[config.mk]
export PLATFORM = sky130hd
export DESIGN_NAME = deadline_min_heap_timer_queue
export DESIGN_NICKNAME = d
export VERILOG_FILES = /design/src/rtl/dmh_pkg.sv /design/src/rtl/deadline_min_heap_timer_queue.sv /design/src/rtl/dmh_store.sv /design/src/rtl/dmh_cmp.sv /design/src/rtl/dmh_seq.sv
export SDC_FILE = /design/constraint.sdc
export NUM_CORES = 2
export LEC_CHECK = 0
export BUFFER_PORTS_ARGS = -buffer_cell sky130_fd_sc_hd__clkbuf_2
export CAP_MARGIN = 10
export CORE_ASPECT_RATIO = 1.75
export CORE_MARGIN = 2
export CORE_UTILIZATION = 50
export CTS_CLUSTER_SIZE = 10
export DETAILED_ROUTE_END_ITERATION = 7
export PLACE_DENSITY = 0.66
export SETUP_SLACK_MARGIN = 0.4
export SLEW_MARGIN = 20
export SYNTH_ARGS = -nofsm -noshare
export SYNTH_HDL_FRONTEND = slang
export SYNTH_SLANG_ARGS = --single-unit
[constraint.sdc]
create_clock -name clk -period 23.6 [get_ports clk]
set_input_delay 0 -clock clk [delete_from_list [all_inputs] [get_ports clk]]
set_output_delay 0 -clock clk [all_outputs]
set_load 0.03 [all_outputs]
[src/rtl/dmh_pkg.sv]
// Shared types, codes and constants of the deadline timer queue.
package dmh_pkg;

    localparam int DL_W         = 48;
    localparam int ID_W         = 32;
    localparam int CAPACITY_DEF = 32;
    localparam int MAX_RESULTS  = 32;
    localparam int SLOT_AW      = 6;

    localparam logic [1:0] OP_ADD    = 2'd0;
    localparam logic [1:0] OP_CANCEL = 2'd1;
    localparam logic [1:0] OP_EXPIRE = 2'd2;

    localparam logic [1:0] KIND_ADD     = 2'd0;
    localparam logic [1:0] KIND_CANCEL  = 2'd1;
    localparam logic [1:0] KIND_EXPIRED = 2'd2;
    localparam logic [1:0] KIND_NONE    = 2'd3;

    typedef struct packed {
        logic [DL_W-1:0] dl;
        logic [ID_W-1:0] id;
    } slot_t;

    typedef struct packed {
        logic               wr_en;
        logic [SLOT_AW-1:0] wr_addr;
        slot_t              wr_data;
        logic [SLOT_AW-1:0] rd_addr;
    } mem_req_t;

    typedef struct packed {
        logic [1:0]      kind;
        logic [ID_W-1:0] id;
        logic            first;
        logic            found;
        logic            full;
        logic [DL_W-1:0] next_dl;
        logic            last;
    } res_t;

    typedef enum logic [3:0] {
        S_IDLE, S_SCAN, S_CHK, S_REMOVE, S_TAIL, S_UP, S_UPC,
        S_DN, S_DNL, S_DNR, S_DNC, S_FIN, S_OUT
    } seq_state_t;

endpackage

[src/rtl/deadline_min_heap_timer_queue.sv]
// Top level of the deadline-ordered timer queue.
// Binary min-heap of up to CAPACITY timers (48-bit deadline, 32-bit id), one
// operation per input beat: add, cancel or expire. The block takes one input
// beat at a time and is not ready until its last result beat is taken. All
// heap work goes through one slot memory (one write port, one read port with
// registered read) and, for sift steps, one shared deadline comparator under
// a sequencer. Add: insertion at the tail, then a sift up. Cancel: a linear
// search of the slots, then a removal. Expire: one result beat per popped
// timer (at most 32), each a removal from the root; when nothing is due one
// beat of kind "nothing expired" follows. Every result beat carries the
// earliest remaining deadline, zero when empty, and last marks the final beat
// of an input.
module deadline_min_heap_timer_queue #(
    parameter int CAPACITY = dmh_pkg::CAPACITY_DEF
) (
    input  logic                     clk,
    input  logic                     rst_n,
    input  logic                     in_valid,
    output logic                     in_ready,
    input  logic [1:0]               operation,
    input  logic [dmh_pkg::DL_W-1:0] deadline,
    input  logic [dmh_pkg::ID_W-1:0] cancel_id,
    input  logic [dmh_pkg::DL_W-1:0] now_time,
    output logic                     out_valid,
    input  logic                     out_ready,
    output logic [1:0]               kind,
    output logic [dmh_pkg::ID_W-1:0] timer_id,
    output logic                     first_to_expire,
    output logic                     found,
    output logic                     heap_full,
    output logic [dmh_pkg::DL_W-1:0] next_deadline,
    output logic                     last
);
    import dmh_pkg::*;

    res_t            res;
    mem_req_t        req;
    slot_t           rd_data;
    logic [DL_W-1:0] cmp_a;
    logic [DL_W-1:0] cmp_b;
    logic            cmp_lt;
    logic [DL_W-1:0] root_dl_reg;
    logic [ID_W-1:0] root_id_reg;

    // Shadow the root slot so the earliest deadline is always at hand.
    always_ff @(posedge clk)
    begin
        if (req.wr_en && req.wr_addr == '0)
        begin
            root_dl_reg <= req.wr_data.dl;
            root_id_reg <= req.wr_data.id;
        end
    end

    dmh_store #(.CAPACITY(CAPACITY)) u_store (
        .clk     (clk),
        .req     (req),
        .rd_data (rd_data)
    );

    dmh_cmp u_cmp (
        .a  (cmp_a),
        .b  (cmp_b),
        .lt (cmp_lt)
    );

    dmh_seq #(.CAPACITY(CAPACITY)) u_seq (
        .clk       (clk),
        .rst_n     (rst_n),
        .in_valid  (in_valid),
        .in_ready  (in_ready),
        .operation (operation),
        .deadline  (deadline),
        .cancel_id (cancel_id),
        .now_time  (now_time),
        .out_valid (out_valid),
        .out_ready (out_ready),
        .res       (res),
        .req       (req),
        .rd_data   (rd_data),
        .root_dl   (root_dl_reg),
        .root_id   (root_id_reg),
        .cmp_a     (cmp_a),
        .cmp_b     (cmp_b),
        .cmp_lt    (cmp_lt)
    );

    assign kind            = res.kind;
    assign timer_id        = res.id;
    assign first_to_expire = res.first;
    assign found           = res.found;
    assign heap_full       = res.full;
    assign next_deadline   = res.next_dl;
    assign last            = res.last;

endmodule

[src/rtl/dmh_store.sv]
// Heap slot memory: one write port, one read port with registered data.
module dmh_store #(
    parameter int CAPACITY = dmh_pkg::CAPACITY_DEF
) (
    input  logic              clk,
    input  dmh_pkg::mem_req_t req,
    output dmh_pkg::slot_t    rd_data
);
    import dmh_pkg::*;

    localparam int AW = $clog2(CAPACITY);

    slot_t mem [CAPACITY];

    always_ff @(posedge clk)
    begin
        if (req.wr_en)
        begin
            mem[req.wr_addr[AW-1:0]] <= req.wr_data;
        end
        rd_data <= mem[req.rd_addr[AW-1:0]];
    end

endmodule

[src/rtl/dmh_cmp.sv]
// Shared deadline comparator used by every sift step.
module dmh_cmp (
    input  logic [dmh_pkg::DL_W-1:0] a,
    input  logic [dmh_pkg::DL_W-1:0] b,
    output logic                     lt
);
    import dmh_pkg::*;

    assign lt = (a < b);

endmodule

[src/rtl/dmh_seq.sv]
// Sequencer: add, cancel search, expire loop, sift up and sift down.
module dmh_seq #(
    parameter int CAPACITY = dmh_pkg::CAPACITY_DEF
) (
    input  logic                     clk,
    input  logic                     rst_n,
    input  logic                     in_valid,
    output logic                     in_ready,
    input  logic [1:0]               operation,
    input  logic [dmh_pkg::DL_W-1:0] deadline,
    input  logic [dmh_pkg::ID_W-1:0] cancel_id,
    input  logic [dmh_pkg::DL_W-1:0] now_time,
    output logic                     out_valid,
    input  logic                     out_ready,
    output dmh_pkg::res_t            res,
    output dmh_pkg::mem_req_t        req,
    input  dmh_pkg::slot_t           rd_data,
    input  logic [dmh_pkg::DL_W-1:0] root_dl,
    input  logic [dmh_pkg::ID_W-1:0] root_id,
    output logic [dmh_pkg::DL_W-1:0] cmp_a,
    output logic [dmh_pkg::DL_W-1:0] cmp_b,
    input  logic                     cmp_lt
);
    import dmh_pkg::*;

    localparam int AW = $clog2(CAPACITY);
    localparam int CW = $clog2(CAPACITY + 1);
    localparam int KW = AW + 2;
    localparam int PW = $clog2(MAX_RESULTS + 1);

    seq_state_t      state_reg, state_next;
    logic [1:0]      op_reg, op_next;
    logic [DL_W-1:0] now_reg, now_next;
    logic [ID_W-1:0] cid_reg, cid_next;
    slot_t           cur_reg, cur_next;
    slot_t           pick_reg, pick_next;
    logic [AW-1:0]   pos_reg, pos_next;
    logic [AW-1:0]   scan_reg, scan_next;
    logic [AW-1:0]   pidx_reg, pidx_next;
    logic [CW-1:0]   count_reg, count_next;
    logic [ID_W-1:0] idc_reg, idc_next;
    logic [PW-1:0]   pops_reg, pops_next;
    logic [ID_W-1:0] popid_reg, popid_next;
    logic            remf_reg, remf_next;
    logic            hit_reg, hit_next;
    logic            first_reg, first_next;
    res_t            res_reg, res_next;

    logic [AW-1:0]   par;
    logic [KW-1:0]   kid;
    logic [KW-1:0]   kid1;
    logic [KW-1:0]   count_k;
    logic [CW-1:0]   tail;
    logic [DL_W-1:0] nd;
    logic            more;

    assign par     = AW'((pos_reg - 1'b1) >> 1);
    assign kid     = {1'b0, pos_reg, 1'b1};
    assign kid1    = kid + 1'b1;
    assign count_k = KW'(count_reg);
    assign tail    = count_reg - 1'b1;
    assign nd      = (count_reg != '0) ? root_dl : '0;
    assign more    = (pops_reg < PW'(MAX_RESULTS)) && (count_reg != '0)
                     && !(now_reg < root_dl);

    assign in_ready  = (state_reg == S_IDLE);
    assign out_valid = (state_reg == S_OUT);
    assign res       = res_reg;

    always_ff @(posedge clk or negedge rst_n)
    begin
        if (!rst_n)
        begin
            state_reg <= S_IDLE;
            count_reg <= '0;
            idc_reg   <= '0;
        end
        else
        begin
            state_reg <= state_next;
            count_reg <= count_next;
            idc_reg   <= idc_next;
        end
    end

    always_ff @(posedge clk)
    begin
        op_reg    <= op_next;
        now_reg   <= now_next;
        cid_reg   <= cid_next;
        cur_reg   <= cur_next;
        pick_reg  <= pick_next;
        pos_reg   <= pos_next;
        scan_reg  <= scan_next;
        pidx_reg  <= pidx_next;
        pops_reg  <= pops_next;
        popid_reg <= popid_next;
        remf_reg  <= remf_next;
        hit_reg   <= hit_next;
        first_reg <= first_next;
        res_reg   <= res_next;
    end

    always_comb
    begin
        state_next  = state_reg;
        op_next     = op_reg;
        now_next    = now_reg;
        cid_next    = cid_reg;
        cur_next    = cur_reg;
        pick_next   = pick_reg;
        pos_next    = pos_reg;
        scan_next   = scan_reg;
        pidx_next   = pidx_reg;
        count_next  = count_reg;
        idc_next    = idc_reg;
        pops_next   = pops_reg;
        popid_next  = popid_reg;
        remf_next   = remf_reg;
        hit_next    = hit_reg;
        first_next  = first_reg;
        res_next    = res_reg;
        req.wr_en   = 1'b0;
        req.wr_addr = SLOT_AW'(pos_reg);
        req.wr_data = cur_reg;
        req.rd_addr = '0;
        cmp_a       = cur_reg.dl;
        cmp_b       = rd_data.dl;

        case (state_reg)
            S_IDLE:
            begin
                if (in_valid)
                begin
                    op_next  = operation;
                    now_next = now_time;
                    cid_next = cancel_id;
                    hit_next = 1'b0;
                    case (operation)
                        OP_ADD:
                        begin
                            if (count_reg >= CW'(CAPACITY))
                            begin
                                res_next   = '{KIND_ADD, '0, 1'b0, 1'b0, 1'b1, nd, 1'b1};
                                state_next = S_OUT;
                            end
                            else
                            begin
                                first_next = (count_reg != '0) && (deadline < root_dl);
                                idc_next   = idc_reg + 1'b1;
                                cur_next   = '{deadline, idc_reg + 1'b1};
                                pos_next   = AW'(count_reg);
                                count_next = count_reg + 1'b1;
                                remf_next  = 1'b0;
                                state_next = S_UP;
                            end
                        end
                        OP_CANCEL:
                        begin
                            scan_next   = '0;
                            req.rd_addr = '0;
                            state_next  = (count_reg == '0) ? S_FIN : S_SCAN;
                        end
                        OP_EXPIRE:
                        begin
                            pops_next  = '0;
                            state_next = S_CHK;
                        end
                        default:
                        begin
                            state_next = S_IDLE;
                        end
                    endcase
                end
            end
            S_SCAN:
            begin
                if (rd_data.id == cid_reg)
                begin
                    pos_next   = scan_reg;
                    hit_next   = 1'b1;
                    state_next = S_REMOVE;
                end
                else if ((CW'(scan_reg) + 1'b1) < count_reg)
                begin
                    scan_next   = scan_reg + 1'b1;
                    req.rd_addr = SLOT_AW'(scan_reg + 1'b1);
                end
                else
                begin
                    state_next = S_FIN;
                end
            end
            S_CHK:
            begin
                if (more)
                begin
                    popid_next = root_id;
                    pos_next   = '0;
                    pops_next  = pops_reg + 1'b1;
                    state_next = S_REMOVE;
                end
                else
                begin
                    res_next   = '{KIND_NONE, '0, 1'b0, 1'b0, 1'b0, nd, 1'b1};
                    state_next = S_OUT;
                end
            end
            S_REMOVE:
            begin
                count_next  = tail;
                req.rd_addr = SLOT_AW'(tail);
                state_next  = (CW'(pos_reg) == tail) ? S_FIN : S_TAIL;
            end
            S_TAIL:
            begin
                cur_next   = rd_data;
                remf_next  = 1'b1;
                state_next = (pos_reg == '0) ? S_DN : S_UP;
            end
            S_UP:
            begin
                if (pos_reg == '0)
                begin
                    req.wr_en  = 1'b1;
                    state_next = S_FIN;
                end
                else
                begin
                    req.rd_addr = SLOT_AW'(par);
                    state_next  = S_UPC;
                end
            end
            S_UPC:
            begin
                // move the parent down into the hole while the entry is earlier
                if (cmp_lt)
                begin
                    req.wr_en   = 1'b1;
                    req.wr_data = rd_data;
                    pos_next    = par;
                    remf_next   = 1'b0;
                    state_next  = S_UP;
                end
                else if (remf_reg)
                begin
                    remf_next  = 1'b0;
                    state_next = S_DN;
                end
                else
                begin
                    req.wr_en  = 1'b1;
                    state_next = S_FIN;
                end
            end
            S_DN:
            begin
                if (kid < count_k)
                begin
                    req.rd_addr = SLOT_AW'(kid);
                    state_next  = S_DNL;
                end
                else
                begin
                    req.wr_en  = 1'b1;
                    state_next = S_FIN;
                end
            end
            S_DNL:
            begin
                pick_next = rd_data;
                pidx_next = AW'(kid);
                if (kid1 < count_k)
                begin
                    req.rd_addr = SLOT_AW'(kid1);
                    state_next  = S_DNR;
                end
                else
                begin
                    state_next = S_DNC;
                end
            end
            S_DNR:
            begin
                // take the right child when it is not later than the left
                cmp_a = pick_reg.dl;
                cmp_b = rd_data.dl;
                if (!cmp_lt)
                begin
                    pick_next = rd_data;
                    pidx_next = AW'(kid1);
                end
                state_next = S_DNC;
            end
            S_DNC:
            begin
                cmp_a = cur_reg.dl;
                cmp_b = pick_reg.dl;
                req.wr_en = 1'b1;
                if (cmp_lt)
                begin
                    state_next = S_FIN;
                end
                else
                begin
                    req.wr_data = pick_reg;
                    pos_next    = pidx_reg;
                    state_next  = S_DN;
                end
            end
            S_FIN:
            begin
                case (op_reg)
                    OP_ADD:
                        res_next = '{KIND_ADD, idc_reg, first_reg, 1'b0, 1'b0, nd, 1'b1};
                    OP_CANCEL:
                        res_next = '{KIND_CANCEL, '0, 1'b0, hit_reg, 1'b0, nd, 1'b1};
                    default:
                        res_next = '{KIND_EXPIRED, popid_reg, 1'b0, 1'b0, 1'b0, nd, !more};
                endcase
                state_next = S_OUT;
            end
            S_OUT:
            begin
                if (out_ready)
                begin
                    state_next = (op_reg == OP_EXPIRE && !res_reg.last) ? S_CHK : S_IDLE;
                end
            end
            default:
            begin
                state_next = S_IDLE;
            end
        endcase
    end

endmodule

==> results by group <==
Synth
  • Mapped Cells: 8380
  • Ys flop type: edfxtp_1
  • Post-synth EDFFs: 3024
  • Warnings from Yosys: 0
  • Yosys reg bits: 3146
  • Syn nets: 8681
  • Largest cells by area after synthesis: edfxtp_1 (71%), mux2i_1 (4.6%), nand2_1 (3.6%)
  • Leading area contributor after synthesis: edfxtp_1
  • Count leader, synth: edfxtp_1
  • Synth top area share: 71.23%
  • Post-synthesis cell area: 0.1275 mm²
  • Sequential cell area fraction in the yosys report: 73.31%
  • Synth cell types: 89
  • Syn Area/Cell: 15.21 µm²
  • Most frequent cells after synthesis: edfxtp_1 (3024), nand2_1 (1237), mux2i_1 (585), clkbuf_1 (337), and3_1 (313)
  • Async set or reset register ratio after synthesis: 1.335%

Route
  • Antenna-violating nets left: 0
  • Vias/cell: 6.422
  • Initial DRC count: 10240
  • Routed vias: 79760
  • DRC: 12
  • Pre-antenna DRT Iters: 8
  • Post-DR wirelength/cell: 31.23 µm
  • Total Wirelength: 388000 µm

Place
  • DP HPWL: 219800 µm
  • Post-DP Area: 0.1323 mm²
  • Inst Count DP: 11590
  • Port Buf Inserts: 221
  • Global placement routability congestion: 0.9173

Timing
  • Endpoints failing setup: 0
  • Final Hold Viols: 0
  • Hold slack final: 0.04680 ns
  • Slew Viols, Final: 0
  • Worst Max-Slew Pin Slew: 1.221 ns
  • Clk_skew: 0.07024 ns
  • Fmax: 0.1205 GHz
  • Period utilization: 35.18%
  • Min Clock Period, post-route: 8.302 ns
  • Setup TNS: 0 ns
  • RSZ-0062 raised after global routing: false
  • Rel. slew slack: 18.40%

Power and ir drop
  • Power per cell area: 134.7 mW/mm²
  • Worst IR Drop VDD: 0.1426 mV
  • LEAKAGE: 49.48 nW

Clock tree
  • Clock Tree Buf Depth: 4
  • TritonCTS Buffers: 356
  • CTS tree: done
  • CTS resizes: 0
  • Clock Latency Late Sink: 0.89 ns
  • Worst-path clk slew: 0.06 ns
  • Root buffer cell: clkbuf_16
  • CTS sink count: 3146
  • Setup bufs post-CTS: 0
  • # hold bufs at CTS: 243
  • H-Tree Depth: 5

Floorplanning
  • Die footprint: 0.2592 mm²
  • Die Y: 672.0 µm
  • Initial Utilization: 50.16%
  • Number of I/O pins: 222
  • Std-Cell Rows: 245
  • Die Wd: 385.7 µm
  • Core Footprint: 0.2541 mm²

GRT
  • GRT Total Usage: 29.33%
  • Initial antenna violation count: 27
  • Pin count of the biggest net entering global routing: 164
  • Total grt overflow: 0
  • First-pass GRT wire length: 551400 µm
  • Vias in the first global route: 79290

Layout
  • Non-Filler Cell Area, Final: 0.1449 mm²
  • Area growth syn-to-layout: 13.65%
  • Seq. cell area: 0.09346 mm²
  • Non-filler cells, final: 12420
  • Filler cells: 19400
  • Layout cell share with drive strength beyond 1: 11.99%
  • Total Nets Final: 9161
  • Multi-input combinational cell area: 0.03168 mm²
  • Max reg flops: 2560

Outcome
  • Failing checks: DRC
  • Status: finished, violations left

Critical path
  • Crit Path Class: reg -> reg
  • WP data required: 24.08 ns
  • Critical path startpoint category: register
  • Critical Path End Type: register
  • Largest fanout on the critical path: 37
  • Crit path DAT: 8.78 ns

Min path
  • Hold Crit Class: in -> reg

Job
  • Max Cap Violations: 0
## per-stage QoR
step	util (%)	setup WS (ns)	total power [mW]
floorplan	-	13.04	12.07
global placement	52.05	14.86	14.38
detailed placement	52.07	15.35	14.49
CTS	56.98	15.34	19.42
global route	57.01	15.09	20.15
finish	57.01	15.30	19.52
## kinds of logic (layout without fill, tap and decap cells)
logic type	count (synthesis)	count (layout)	synth area share, %
compound gates	1387	1387	8.096
xor+xnor	122	122	0.8382
fa+ha+maj	167	167	1.639
buf+inv	634	1337	2.252
flops	3146	3146	73.31
mux	687	687	5.494
other cells	0	4	0
simple gates	2237	2237	8.367
## report_power, final
group / leakage (nW) / switching (mW) / internal (mW)
combinational: 16.1 / 4.74 / 1.93
sequential: 28.5 / 0.390 / 7.51
clock: 4.80 / 2.11 / 2.84
total: 49.5 / 7.23 / 12.3
## cells in the final DEF (no fill, tap or decap), drive strengths merged, types with 57 or more instances in the layout
cell | synthesis | routed
nor4b | 57 | 57
xnor2 | 60 | 60
o22ai | 65 | 65
nand3 | 200 | 200
ha | 167 | 167
edfxtp | 3024 | 3024
clkbuf | 337 | 790
a221oi | 160 | 160
xor2 | 62 | 62
a221o | 61 | 61
a211oi | 233 | 233
dlygate4sd3 | 0 | 243
o21ai | 188 | 188
mux2i | 585 | 585
mux2 | 102 | 102
nor2 | 216 | 216
a21oi | 73 | 73
dfxtp | 80 | 80
inv | 87 | 93
and3 | 313 | 313
nand2 | 1238 | 1238
a31oi | 173 | 173
buf | 209 | 204
## path summary, 6_finish.rpt
path,slack (ns),startpoint,end,depth (start not counted)
max reg2reg,15.30,u_seq.state_reg[3],u_store.mem[4][36],19
max,15.30,u_seq.state_reg[3],u_store.mem[4][36],19
min reg2reg,0.42,root_id_reg[14],u_seq.popid_reg[14],0
max in group asynchronous,22.80,rst_n,u_seq.state_reg[0],4
min in group asynchronous,0.31,rst_n,u_seq.idc_reg[21],4
min,0.05,deadline[24],u_seq.cur_reg[56],4
## critical path, stage by stage, from the launching register on
cell,delay [ns]
dfrtp_1,0.66
nand2b_1,0.37
nor2_4,0.50
inv_2,0.38
buf_4,0.34
nand2_1,0.11
nand2_1,0.07
ha_1,0.29
a21o_1,0.16
a21o_1,0.18
a21oi_1,0.14
o21ai_0,0.13
a221oi_1,0.51
a21boi_0,0.38
o41ai_2,0.81
a21oi_4,0.26
buf_4,0.45
nor2_4,0.69
buf_4,0.68
buf_4,0.68
## layer usage
metal | GRT usage, % | up-vias | part of all wire, %
met5 | 0 | - | 0.018
met4 | 13.69 | 10 | 5.2
met3 | 5.479 | 1028 | 10
met2 | 48.49 | 4712 | 48
met1 | 37.37 | 40480 | 36
li1 | - | 33530 | -
## area by class of cell
type | count | share of cell area (%)
well taps | 3334 | 2.879
multi-input cells | 4600 | 21.86
clock inverters | 12 | 0.1140
flip-flops and latches | 3146 | 64.51
diodes | 4 | 0.006909
clock buffers | 569 | 6.818
inverters | 88 | 0.2340
repair buffers | 668 | 3.576
Power figures use the tool's default switching activity.
